===== src/design/asmc_pkg.sv =====
// ----------------------------------------------------------------------------
// asmc_pkg
// Shared types and constants for the adaptive sliding mode controller.
// ----------------------------------------------------------------------------
package asmc_pkg;

  localparam int FRAC_BITS = 16;
  localparam logic signed [31:0] K1_INIT = 32'sd0;
  // pi rounded to FRAC_BITS fractional bits
  localparam logic signed [32:0] PI_FX     = 33'sd205887;
  localparam logic signed [32:0] TWO_PI_FX = 33'sd411774;

  localparam int SQRT_STEPS = 24;
  localparam int SQRT_CNT_W = $clog2(SQRT_STEPS);
  localparam logic [SQRT_CNT_W-1:0] SQRT_LAST = SQRT_CNT_W'(SQRT_STEPS - 1);
  localparam int CFG_W = 31;

  typedef enum logic [2:0] {
    REG_LAMBDA = 3'd0,
    REG_LINEAR = 3'd1,
    REG_FLOOR  = 3'd2,
    REG_ADAPT  = 3'd3,
    REG_BAND   = 3'd4,
    REG_LIMIT  = 3'd5,
    REG_STEP   = 3'd6,
    REG_ANGLE  = 3'd7
  } reg_idx_e;

  typedef enum logic [1:0] {
    MUL_LAMBDA_E1 = 2'd0,
    MUL_RATE_DT   = 2'd1,
    MUL_GAIN_ROOT = 2'd2,
    MUL_LIN_S     = 2'd3
  } mul_sel_e;

  typedef struct packed {
    logic     load;
    logic     mul_en;
    mul_sel_e mul_sel;
    logic     s_en;
    logic     rate_en;
    logic     sqrt_init;
    logic     sqrt_step;
    logic     gain_en;
    logic     t1_en;
    logic     out_load;
  } asmc_cmd_t;

  typedef struct packed {
    logic sqrt_last;
  } asmc_stat_t;

endpackage


===== src/design/asmc_ctrl.sv =====
// ----------------------------------------------------------------------------
// asmc_ctrl
// Sequencer for one control step and the result valid flag.
// ----------------------------------------------------------------------------
module asmc_ctrl (
  input  logic                 clk_i,
  input  logic                 rst_ni,
  input  logic                 in_valid_i,
  output logic                 in_stall_o,
  output logic                 out_valid_o,
  input  logic                 out_stall_i,
  input  asmc_pkg::asmc_stat_t stat_i,
  output asmc_pkg::asmc_cmd_t  cmd_o
);

  typedef enum logic [9:0] {
    ST_IDLE    = 10'b0000000001,
    ST_MUL_S   = 10'b0000000010,
    ST_CALC_S  = 10'b0000000100,
    ST_RATE    = 10'b0000001000,
    ST_MUL_DT  = 10'b0000010000,
    ST_GAIN    = 10'b0000100000,
    ST_SQRT    = 10'b0001000000,
    ST_MUL_T1  = 10'b0010000000,
    ST_MUL_T2  = 10'b0100000000,
    ST_FINISH  = 10'b1000000000
  } state_e;

  state_e state_q, state_d;
  logic   oval_q, oval_d;
  logic   out_free;

  assign out_free   = !oval_q || !out_stall_i;
  assign in_stall_o = (state_q != ST_IDLE);

  always_comb begin
    state_d = state_q;
    oval_d  = oval_q && out_stall_i;
    cmd_o   = '0;
    cmd_o.mul_sel = asmc_pkg::MUL_LAMBDA_E1;
    case (state_q)
      ST_IDLE: begin
        if (in_valid_i) begin
          cmd_o.load = 1'b1;
          state_d    = ST_MUL_S;
        end
      end
      ST_MUL_S: begin
        cmd_o.mul_en = 1'b1;
        state_d      = ST_CALC_S;
      end
      ST_CALC_S: begin
        cmd_o.s_en = 1'b1;
        state_d    = ST_RATE;
      end
      ST_RATE: begin
        cmd_o.rate_en   = 1'b1;
        cmd_o.sqrt_init = 1'b1;
        state_d         = ST_MUL_DT;
      end
      ST_MUL_DT: begin
        cmd_o.mul_en  = 1'b1;
        cmd_o.mul_sel = asmc_pkg::MUL_RATE_DT;
        state_d       = ST_GAIN;
      end
      ST_GAIN: begin
        cmd_o.gain_en = 1'b1;
        state_d       = ST_SQRT;
      end
      ST_SQRT: begin
        cmd_o.sqrt_step = 1'b1;
        if (stat_i.sqrt_last) state_d = ST_MUL_T1;
      end
      ST_MUL_T1: begin
        cmd_o.mul_en  = 1'b1;
        cmd_o.mul_sel = asmc_pkg::MUL_GAIN_ROOT;
        state_d       = ST_MUL_T2;
      end
      ST_MUL_T2: begin
        // t1 taken from the gain product while the linear term is formed
        cmd_o.t1_en   = 1'b1;
        cmd_o.mul_en  = 1'b1;
        cmd_o.mul_sel = asmc_pkg::MUL_LIN_S;
        state_d       = ST_FINISH;
      end
      ST_FINISH: begin
        if (out_free) begin
          cmd_o.out_load = 1'b1;
          oval_d         = 1'b1;
          state_d        = ST_IDLE;
        end
      end
      default: state_d = ST_IDLE;
    endcase
  end

  always_ff @(posedge clk_i or negedge rst_ni) begin
    if (!rst_ni) begin
      state_q <= ST_IDLE;
      oval_q  <= 1'b0;
    end else begin
      state_q <= state_d;
      oval_q  <= oval_d;
    end
  end

  assign out_valid_o = oval_q;

endmodule


===== config.mk =====
export PLATFORM = sky130hd
export DESIGN_NAME = asmc_ctrl
export DESIGN_NICKNAME = d
export VERILOG_FILES = /design/src/design/asmc_pkg.sv /design/src/design/asmc_ctrl.sv
export SDC_FILE = /design/constraint.sdc
export NUM_CORES = 1
export LEC_CHECK = 0
export ABC_AREA = 1
export ABC_CLOCK_PERIOD_IN_PS = 1600
export BUFFER_PORTS_ARGS = -buffer_cell sky130_fd_sc_hd__buf_2
export CORE_UTILIZATION = 45
export CTS_BUF_LIST = sky130_fd_sc_hd__clkbuf_4 sky130_fd_sc_hd__clkbuf_8
export DETAILED_ROUTE_END_ITERATION = 12
export PLACE_DENSITY = 0.68
export SYNTH_ARGS = -nofsm -noshare
export SYNTH_HDL_FRONTEND = slang
export SYNTH_SLANG_ARGS = --single-unit

===== constraint.sdc =====
create_clock -name clk_i -period 1.6 [get_ports clk_i]
set_input_delay 0.32 -clock clk_i [delete_from_list [all_inputs] [get_ports clk_i]]
set_output_delay 0.32 -clock clk_i [all_outputs]
set_load 0.05 [all_outputs]

==> results.ini, run 1 <==
[status]
status = aborted with a tool error
haltStage = 5_1_grt
tool.error = [ERROR DPL-0038] Utilization greater than 100%, impossible to legalize

[global_route]
grt_max_degree = 12

[yosys]
synth_top_cells_by_area = dfrtp_1, inv_1, nor2_1, nand2_1, nor2_4
synthMuxAreaShare = 0
synth_xor_area_frac = 0
syn-instance-count = 98
synth_seq_cells = 11
ys_top_cells_by_count = inv_1, nor2_1, nand2_1
synth-simple-area-share = 0.438
synthDistinctLibCells = 16
synth_top_area_share = 0.368
synth-edff-count = 0
synth_top_area_cell = dfrtp_1
synth_fp_nets = 103
syn_area_per_cell_um2 = 6.95
yosysSeqAreaShare = 0.406
synthAdderAreaFrac = 0
synth_compound_area_frac = 0.00735
ys.flop_type = dfrtp_1
yosys_warnings = 0
async_flop_share = 1.00
syn_area_um2 = 681
synth_top_family_by_area = simple AND/OR/NAND/NOR gates
yosysMostFrequentCell = inv_1

[floorplan]
start_util = 0.504
rows = 13
die_w_um = 40.9
die_h_um = 40.9
ioPinCount = 18

[clocking]
clockBufferDepth = 2
clock-sinks = 11
numCtsBuffers = 3
clock-root-buffer = clkbuf_4
htreeDepth = 1

[placed_design]
place_ws_ns = -0.0745
place.gp.congestion = 0.767
io_buffers = 17
dp_hpwl_um = 1170

[sta]
timing.grt.repair.worst_endpoint = cmd_o[5]
worst-ep-kind = output port

==> per-stage QoR <==
stage,cells,area (um^2),TNS (ns),hold WS [ns]
after CTS,157,1180,-2.15,0.345
after detailed placement,140,941,-0.0886,0.204
after global placement,140,941,-0.0623,0.203
after floorplan,98,766,-0.367,0.0244
==> cell families after synthesis <==
group | count (synthesis)
AND/OR/NAND/NOR | 60
buffers and inverters | 26
flip-flops | 11
AO/OA/AOI/OAI | 1
==> what timing repair did <==
item / CTS
hold buffers: 1
hold endpoints to repair: 10
gates resized for setup: 32
setup buffers: 12
setup endpoints to repair: 12
gates cloned: 0
pin swaps: 8
==> run 2: changes to the inputs <==
--- a/config.mk
+++ b/config.mk
@@ -8,10 +8,10 @@
 export ABC_AREA = 1
 export ABC_CLOCK_PERIOD_IN_PS = 1600
 export BUFFER_PORTS_ARGS = -buffer_cell sky130_fd_sc_hd__buf_2
-export CORE_UTILIZATION = 45
-export CTS_BUF_LIST = sky130_fd_sc_hd__clkbuf_4 sky130_fd_sc_hd__clkbuf_8
+export CORE_AREA = 2 2 63 65
 export DETAILED_ROUTE_END_ITERATION = 12
-export PLACE_DENSITY = 0.68
+export DIE_AREA = 0 0 65 67
+export PLACE_DENSITY_LB_ADDON = 0.15
 export SYNTH_ARGS = -nofsm -noshare
 export SYNTH_HDL_FRONTEND = slang
 export SYNTH_SLANG_ARGS = --single-unit
==> run 2 against run 1 <==
Against the previous run: synthesized area is the same; the flow now finishes, with violations (setup timing); synthesized cell count is the same.
==> results.ini, run 2 <==
[status]
status = finished with violations
violations = setup timing

[power_and_ir_drop]
power_density_nw_per_um2 = 1400
p_leak_nw = 0.744
vdd_drop_max_uv = 403
power_w = 0.00180

[yosys]
synth_seq_cells = 11
yosysMostFrequentCell = inv_1
async_flop_share = 1.00
synth_fp_nets = 103
ys.flop_type = dfrtp_1
yosys_warnings = 0
syn-instance-count = 98
syn_area_per_cell_um2 = 6.95
synth-edff-count = 0
yosysSeqAreaShare = 0.406
synth_top_area_share = 0.368
synth_top_area_cell = dfrtp_1
synthDistinctLibCells = 16
ys_top_cells_by_count = inv_1, nor2_1, nand2_1
synth_top_cells_by_area = dfrtp_1, inv_1, nor2_1, nand2_1, nor2_4
syn_area_um2 = 681

[worst_setup_path]
cp_max_fo = 4
critPathKind = reg2out
rr_endpoint = state_q[7]
worstSetupEndpointType = primary output
cp-start-kind = flip-flop
r2r_start = state_q[3]
r2r_setup_slack_ns = 0.07
rr_worst_depth = 10
worstPathArrival_ns = 1.50
required_ns = 1.28

[sta]
report.final.slew_viol_count = 0
rsz0062_at_grt = true
fin_crit_sh = 1.14
max_slew.worst_pin.slew_ns = 0.274
setup_ws_ns = -0.221
hold_viol = 0
min_period_ns = 1.82
slew_headroom = 0.818
fin_skew_ns = 0.00126
setup_viol_count_final = 12
max_clock_freq_ghz = 0.549
setup_tns_ns = -1.61

[route]
routedWlPerCell_um = 9.96
drc = 0
drt_iter0_markers = 11
ant_nets = 0
routed_wl_um = 1870
viasPerCell = 3.77
dr.pass1.iters = 4
num_vias = 708

[clocking]
numCtsBuffers = 3
clock-sinks = 11
htreeDepth = 1
clock-root-buffer = clkbuf_8
clkSlewWorstSetupHoldPaths_ns = 0.05
clockBufferDepth = 2
clock_latency_ns = 0.24
cts_tree = done

[placed_design]
io_buffers = 17
place_ws_ns = -0.122
place.gp.congestion = 0.702
dp_hpwl_um = 1430
placed_cell_area_um2 = 997

[final_layout]
fin_nets = 146
multiInputGateArea_um2 = 457
largest_register_ffs = 10
ff_latch_area_um2 = 277
fillers = 385
drive_gt1_frac = 0.564
fin_area_um2 = 1280
final_common_cell = buf_4
top_register = state_q
fin_util = 0.356
final_cell_mix = buf_4, inv_1, nand2_1, nor2_4, nor2_1
area_growth_pct = 88.8
diodes = 0

[global_route]
grt_pass1_vias = 701
grt_max_degree = 12
grt_use_total = 0.0945
grt_pass1_wl_um = 3030
antenna_found_initial = 0
grt.overflow.total = 0

[worst_hold_path]
whs_path_depth = 4
hold_class = in2reg
holdPathEnd = state_q[6]
hp-start = stat_i

[floorplan]
ioPinCount = 18
die_w_um = 65
start_util = 0.189
die_h_um = 67
rows = 22
core-area_um2 = 3610
die_area_um2 = 4360

[flow_run]
maxCapViolCount = 0

==> run 2: cell counts after synthesis <==
Identical to the previous run, type by type.
==> run 2: power by group <==
part | internal [W] | switching (W)
combinational | 0.000490 | 0.000654
sequential | 0.000331 | 0.0000431
clock | 0.000176 | 0.000111
total | 0.000996 | 0.000808
==> run 2: cell type report <==
| class | count | area share |
|---|---|---|
| multi-input cells | 61 | 0.355 |
| well taps | 48 | 0.0467 |
| repair buffers | 39 | 0.270 |
| inverters | 25 | 0.0779 |
| flip-flops and latches | 11 | 0.215 |
| clock buffers | 4 | 0.0351 |
==> run 2: metrics by stage <==
step | instances | hold slack [ns]
after global placement | 175 | 0.217
after CTS | 183 | 0.362
final | 188 | 0.358
after floorplan | 98 | 0.0244
after detailed placement | 175 | 0.217
after global routing | 188 | 0.369
==> run 2: critical path: stages (launching register included) <==
cell        delay (ns)
dfstp_2           0.55
nor2_4            0.05
nand2_4           0.08
inv_4             0.06
nand3b_4          0.09
nand2_4           0.06
nor2_4            0.13
clkinvlp_4        0.10
buf_8             0.15
==> run 2: worst max-delay path by stage <==
stage	startpoint	to	slack [ns]	cells past startpoint
after CTS	state_q[8]	cmd_o[4]	-0.23	6
after global placement	state_q[9]	cmd_o[9]	-0.12	8
after global routing	state_q[8]	cmd_o[5]	-0.29	6
final	state_q[0]	cmd_o[9]	-0.22	8
after detailed placement	state_q[9]	cmd_o[9]	-0.12	8
after floorplan	state_q[1]	cmd_o[5]	-0.24	6
==> run 2: timing repair <==
| action | 4_1_cts | 5_1_grt |
|---|---|---|
| buffers inserted | 3 | 5 |
| resized for setup | 35 | 15 |
| gates cloned | 0 | 0 |
| endpoints found under the setup margin | 12 | 15 |
| hold buffers | 1 | 0 |
| pin swaps | 6 | 4 |
| endpoints found under the hold margin | 10 | 0 |
==> run 2: routing by layer <==
| metal | track usage | share of wire |
|---|---|---|
| met5 | 0 | 0 |
| met4 | 0.0319 | 0.010 |
| met3 | 0.0321 | 0.049 |
| met2 | 0.161 | 0.51 |
| met1 | 0.110 | 0.43 |
==> run 2: cell families (layout without fill, tap and decap cells) <==
| kind of cell | count (synthesis) | after routing | share of synthesized area |
|---|---|---|---|
| buf+inv | 26 | 68 | 0.149 |
| simple gates | 60 | 60 | 0.437 |
| compound gates | 1 | 1 | 0.00735 |
| flops | 11 | 11 | 0.406 |
No activity file was read; power rests on OpenSTA's default activity.
==> run 3: changes to the inputs <==
--- a/config.mk
+++ b/config.mk
@@ -6,7 +6,7 @@
 export NUM_CORES = 1
 export LEC_CHECK = 0
 export ABC_AREA = 1
-export ABC_CLOCK_PERIOD_IN_PS = 1600
+export ABC_CLOCK_PERIOD_IN_PS = 2070
 export BUFFER_PORTS_ARGS = -buffer_cell sky130_fd_sc_hd__buf_2
 export CORE_AREA = 2 2 63 65
 export DETAILED_ROUTE_END_ITERATION = 12
==> constraint.sdc (replaced) <==
create_clock -name clk_i -period 2.07 [get_ports clk_i]
set_input_delay 0.414 -clock clk_i [delete_from_list [all_inputs] [get_ports clk_i]]
set_output_delay 0.414 -clock clk_i [all_outputs]
set_load 0.05 [all_outputs]
==> run 3 against run 2 <==
Against the previous run: the run now ends clean; routed wire length fell by 11%; total power fell by 42%; sequential share of layout area rose by 9.4 points; flip-flop and latch count did not move; via count fell by 14%; clock power fell by 21%; clock skew rose by 0.0023 ns; hold slack got worse by 0.33 ns; count of clock-buffer cells in the layout did not move; sequential power fell by 21%; utilization fell by 11 points; die area did not move; critical path type unchanged; critical endpoint unchanged; highest routed layer unchanged.
==> results.ini, run 3 (synthesis gave the netlist of run 2 again) <==
[worst_setup_path]
worst-path-buf-inv = 2
cp_slowest_cell = dfrtp_2
required_ns = 1.66
r2r_start = state_q[0]
worstSetupEndpointType = primary output
rr_endpoint = state_q[1]
cp_max_fo = 5
cp_top_family = simple AND/OR/NAND/NOR gates
cp-start-kind = flip-flop
worstPathArrival_ns = 1.55
r2r_setup_slack_ns = 0.71
max_stage_delay_ns = 0.44
critPathKind = reg2out
cp_cell_sequence = nor2_4, nand2_4, nor2_4, nand2_2, nand2_2, nor2_2, inv_1, clkbuf_4
rr_worst_depth = 9

[route]
drc = 0
routedWlPerCell_um = 9.99
viasPerCell = 3.69
drt_iter0_markers = 10
num_vias = 612
ant_nets = 0
routed_wl_um = 1660
dr.pass1.iters = 2

[sta]
min_period_ns = 1.96
report.final.slew_viol_count = 0
hold_viol = 0
rsz0062_at_grt = true
max_clock_freq_ghz = 0.510
slew_headroom = 0.829
fin_skew_ns = 0.00359
max_slew.worst_pin.slew_ns = 0.257
worst_hold_slack_ns = 0.0292
setup_viol_count_final = 0
fin_crit_sh = 0.947

[clocking]
clock_latency_ns = 0.25
cts_tree = done
clock-sinks = 11
clkSlewWorstSetupHoldPaths_ns = 0.06
htreeDepth = 1
numCtsBuffers = 3
post_cts_buffers = 0
clockBufferDepth = 2
hold_buffers = 0
clock-root-buffer = clkbuf_8

[final_layout]
final_cell_mix = inv_1, nor2_1, nand2_1, buf_2, dfrtp_1
final_cells = 166
fillers = 397
fin_nets = 124
area_growth_pct = 32.2
drive_gt1_frac = 0.356
final_common_cell = inv_1
diodes = 0
largest_register_ffs = 10
top_register = state_q

[floorplan]
start_util = 0.189
ioPinCount = 18
core-area_um2 = 3610
die_h_um = 67
rows = 22
die_area_um2 = 4360
die_w_um = 65

[worst_hold_path]
hold_class = in2async

[power_and_ir_drop]
vdd_drop_max_uv = 681
power_w = 0.00104
power_density_nw_per_um2 = 1160
p_leak_nw = 0.579

[placed_design]
dp_hpwl_um = 1310
place.gp.congestion = 0.739
io_buffers = 17
place_inst = 162

[global_route]
grt_pass1_wl_um = 2680
grt_max_degree = 12
antenna_found_initial = 0
grt.overflow.total = 0
grt_use_total = 0.0874
grt_pass1_vias = 619

[status]
status = completed

[flow_run]
maxCapViolCount = 0

[run 3: layout make-up]
cell class,count,area [um^2],area share
Multi-Input combinational cell,61,325,0.362
Sequential cell,11,278,0.309
Timing Repair Buffer,17,97.6,0.108
Inverter,25,93.8,0.104
Tap cell,48,60.1,0.0668
Clock buffer,4,45.0,0.0501
[run 3: metal layers]
layer | GRT usage | share of wire | up-vias
met2 | 0.146 | 0.49 | 12
li1 | - | - | 323
met3 | 0.0203 | 0.027 | 5
met4 | 0.0718 | 0.034 | 0
met5 | 0 | 0 | -
met1 | 0.0942 | 0.45 | 272
[run 3: how the worst max path moves through the flow]
stage | start | to | slack (ns) | depth (start not counted)
after floorplan | state_q[4] | cmd_o[5] | -0.17 | 6
after global placement | state_q[4] | cmd_o[4] | 0.24 | 6
after detailed placement | state_q[4] | cmd_o[5] | 0.27 | 6
after CTS | state_q[4] | cmd_o[5] | -0.007 | 6
after global routing | state_q[0] | cmd_o[10] | -0.01 | 7
final | state_q[2] | cmd_o[9] | 0.11 | 8
[run 3: metrics by stage]
| stage | utilization | area, um^2 | setup TNS, ns | setup slack (ns) |
|---|---|---|---|---|
| finish | 0.249 | 900 | 0 | 0.110 |
| global route | 0.249 | 900 | -0.0175 | -0.0115 |
| CTS | 0.242 | 873 | -0.0145 | -0.00736 |
| detailed placement | 0.230 | 828 | 0 | 0.269 |
| global placement | 0.230 | 828 | 0 | 0.241 |
| floorplan | - | 691 | -0.167 | -0.167 |
[run 3: power by group]
part | leakage, nW | internal (W) | switching (W) | total, W
registers | 0.147 | 0.000256 | 0.0000380 | 0.000294
logic | 0.409 | 0.000147 | 0.000370 | 0.000517
clock network | 0.0228 | 0.000136 | 0.0000920 | 0.000228
total | 0.579 | 0.000539 | 0.000500 | 0.00104
[run 3: timing repair]
action | in CTS | in global routing
gates resized for setup | 0 | 12
pin swaps | 0 | 0
endpoints found under the setup margin | 2 | 9
==> run 4: changes to the inputs <==
--- a/config.mk
+++ b/config.mk
@@ -9,6 +9,7 @@
 export ABC_CLOCK_PERIOD_IN_PS = 2070
 export BUFFER_PORTS_ARGS = -buffer_cell sky130_fd_sc_hd__buf_2
 export CORE_AREA = 2 2 63 65
+export CTS_BUF_LIST = sky130_fd_sc_hd__clkbuf_4
 export DETAILED_ROUTE_END_ITERATION = 12
 export DIE_AREA = 0 0 65 67
 export PLACE_DENSITY_LB_ADDON = 0.15
==> run 4 against run 3 <==
Against the previous run: the run now ends with hold timing left; total power about the same; combinational power up 13%; setup slack improved by 0.00063 ns; hold slack worse by 0.030 ns; routed wire length down 1.0%; maximum frequency hardly changed; sequential power is 2% lower.
==> results.ini, run 4 (synthesis gave the netlist of run 2 again) <==
[status]
status = finished with violations
violations = hold timing

[global_route]
grt_max_degree = 12
grt.busiest_layer = met2
use_met1 = 0.0942
grt_pass1_wl_um = 2620
gr-usage-met2 = 0.144
grt_pass1_vias = 615
antenna_found_initial = 0
grt_use_total = 0.0827
grt_util_met3 = 0.0101
grt.overflow.total = 0

[worst_setup_path]
cp-start-kind = flip-flop
worstSetupEndpointType = primary output
r2r_start = state_q[0]
crit_path_frequent_cell = nor2_2
cp_max_fo = 4
worstPathArrival_ns = 1.55
cp_top_family = flip-flops
max_stage_delay_ns = 0.54
required_ns = 1.66
cp_cell_sequence = inv_1, nor2_2, nand3_1, nor2_2, inv_2, nor2_2, buf_6
rr_worst_depth = 10
worst-path-buf-inv = 3
critPathKind = reg2out
crit_start = state_q[0]
cp_slowest_cell = dfstp_2
rr_endpoint = state_q[1]
r2r_setup_slack_ns = 0.57
cp.depth = 7
setup.worst_path.end = cmd_o[10]

[route]
drc = 0
ant_nets = 0
viasPerCell = 3.61
routedWlPerCell_um = 9.77
drt_iter0_markers = 16
dr.pass1.iters = 4
routed_wl_um = 1640
num_vias = 606

[floorplan]
core-area_um2 = 3610
start_util = 0.189
die_area_um2 = 4360
rows = 22
die_h_um = 67
die_w_um = 65
ioPinCount = 18

[sta]
max_slew.worst_pin.slew_ns = 0.262
min_period_ns = 1.96
slew_headroom = 0.825
setup_tns_ns = 0
rsz0062_at_grt = false
hold_viol = 3
max_clock_freq_ghz = 0.510
report.final.slew_viol_count = 0
fin_skew_ns = 0.00771
worst_hold_slack_ns = -0.000773
fin_crit_sh = 0.947
setup_viol_count_final = 0

[placed_design]
place.gp.congestion = 0.739
io_buffers = 17
dp_hpwl_um = 1310

[clocking]
hold_buffers = 0
htreeDepth = 1
numCtsBuffers = 3
clkSlewWorstSetupHoldPaths_ns = 0.08
clock-sinks = 11
clock-root-buffer = clkbuf_4
clock_latency_ns = 0.27
clockBufferDepth = 2
cts_tree = done

[power_and_ir_drop]
p_leak_nw = 0.589
power_density_nw_per_um2 = 1120
vdd_drop_max_uv = 701

[final_layout]
final_common_cell = inv_1
drive_gt1_frac = 0.408
largest_register_ffs = 10
area_growth_pct = 36.6
diodes = 0
fin_nets = 126
final_cell_mix = inv_1, nand2_1, nor2_1, buf_2
top_register = state_q

[worst_hold_path]
hold_class = in2async

[flow_run]
maxCapViolCount = 0

==> run 4: per-layer routing <==
| layer | vias to the layer above | share of wire |
|---|---|---|
| met1 | 269 | 0.46 |
| li1 | 326 | - |
| met2 | 9 | 0.49 |
| met5 | - | 0 |
| met4 | 0 | 0.018 |
| met3 | 2 | 0.029 |
==> run 4: how the worst min path moves through the flow <==
stage	startpoint	end	slack, ns
after CTS	rst_ni	state_q[7]	0.007
final	rst_ni	state_q[7]	-0.0008
after global routing	rst_ni	state_q[7]	0.02
after detailed placement	rst_ni	state_q[5]	0.31
after floorplan	rst_ni	out_valid_o	0.12
after global placement	rst_ni	state_q[5]	0.31
==> run 4: through the flow <==
step | power [W] | instance area, um^2 | worst slack (ns) | utilization | std cells
6_report | 0.00104 | 930 | 0.110 | 0.258 | 168
3_3_place_gp | 0.000808 | 828 | 0.241 | 0.230 | 162
2_1_floorplan | 0.000692 | 691 | -0.167 | - | 98
5_1_grt | 0.00112 | 930 | 0.00726 | 0.258 | 168
4_1_cts | 0.000977 | 863 | -0.0432 | 0.239 | 166
3_5_place_dp | 0.000798 | 828 | 0.269 | 0.230 | 162
==> run 4: what timing repair did <==
action	4_1_cts	5_1_grt
pin swaps	0	1
setup endpoints to repair	4	11
resized for setup	2	20
setup buffers	0	2
==> run 4: area by class of cell <==
type / count / area (um^2)
Clock buffer: 4 / 30.0
Fill cell: 393 / 2680
Inverter: 25 / 93.8
Multi-Input combinational cell: 61 / 342
Sequential cell: 11 / 278
Tap cell: 48 / 60.1
Timing Repair Buffer: 19 / 126
==> run 4: worst reg2reg max path, cell delays in order, from the launching register on <==
cell     delay (ns)
dfstp_2        0.54
inv_1          0.06
nor2_2         0.09
nand3_1        0.09
nor2_2         0.16
buf_4          0.12
nand2_1        0.05
nand2_1        0.08
nor2_2         0.04
inv_1          0.10
nor2_1         0.05
==> run 4: power by group <==
| part | switching, W | internal (W) | total (W) |
|---|---|---|---|
| sequential | 0.0000313 | 0.000256 | 0.000287 |
| clock | 0.0000787 | 0.0000877 | 0.000166 |
| combinational | 0.000399 | 0.000188 | 0.000586 |
| total | 0.000508 | 0.000531 | 0.00104 |
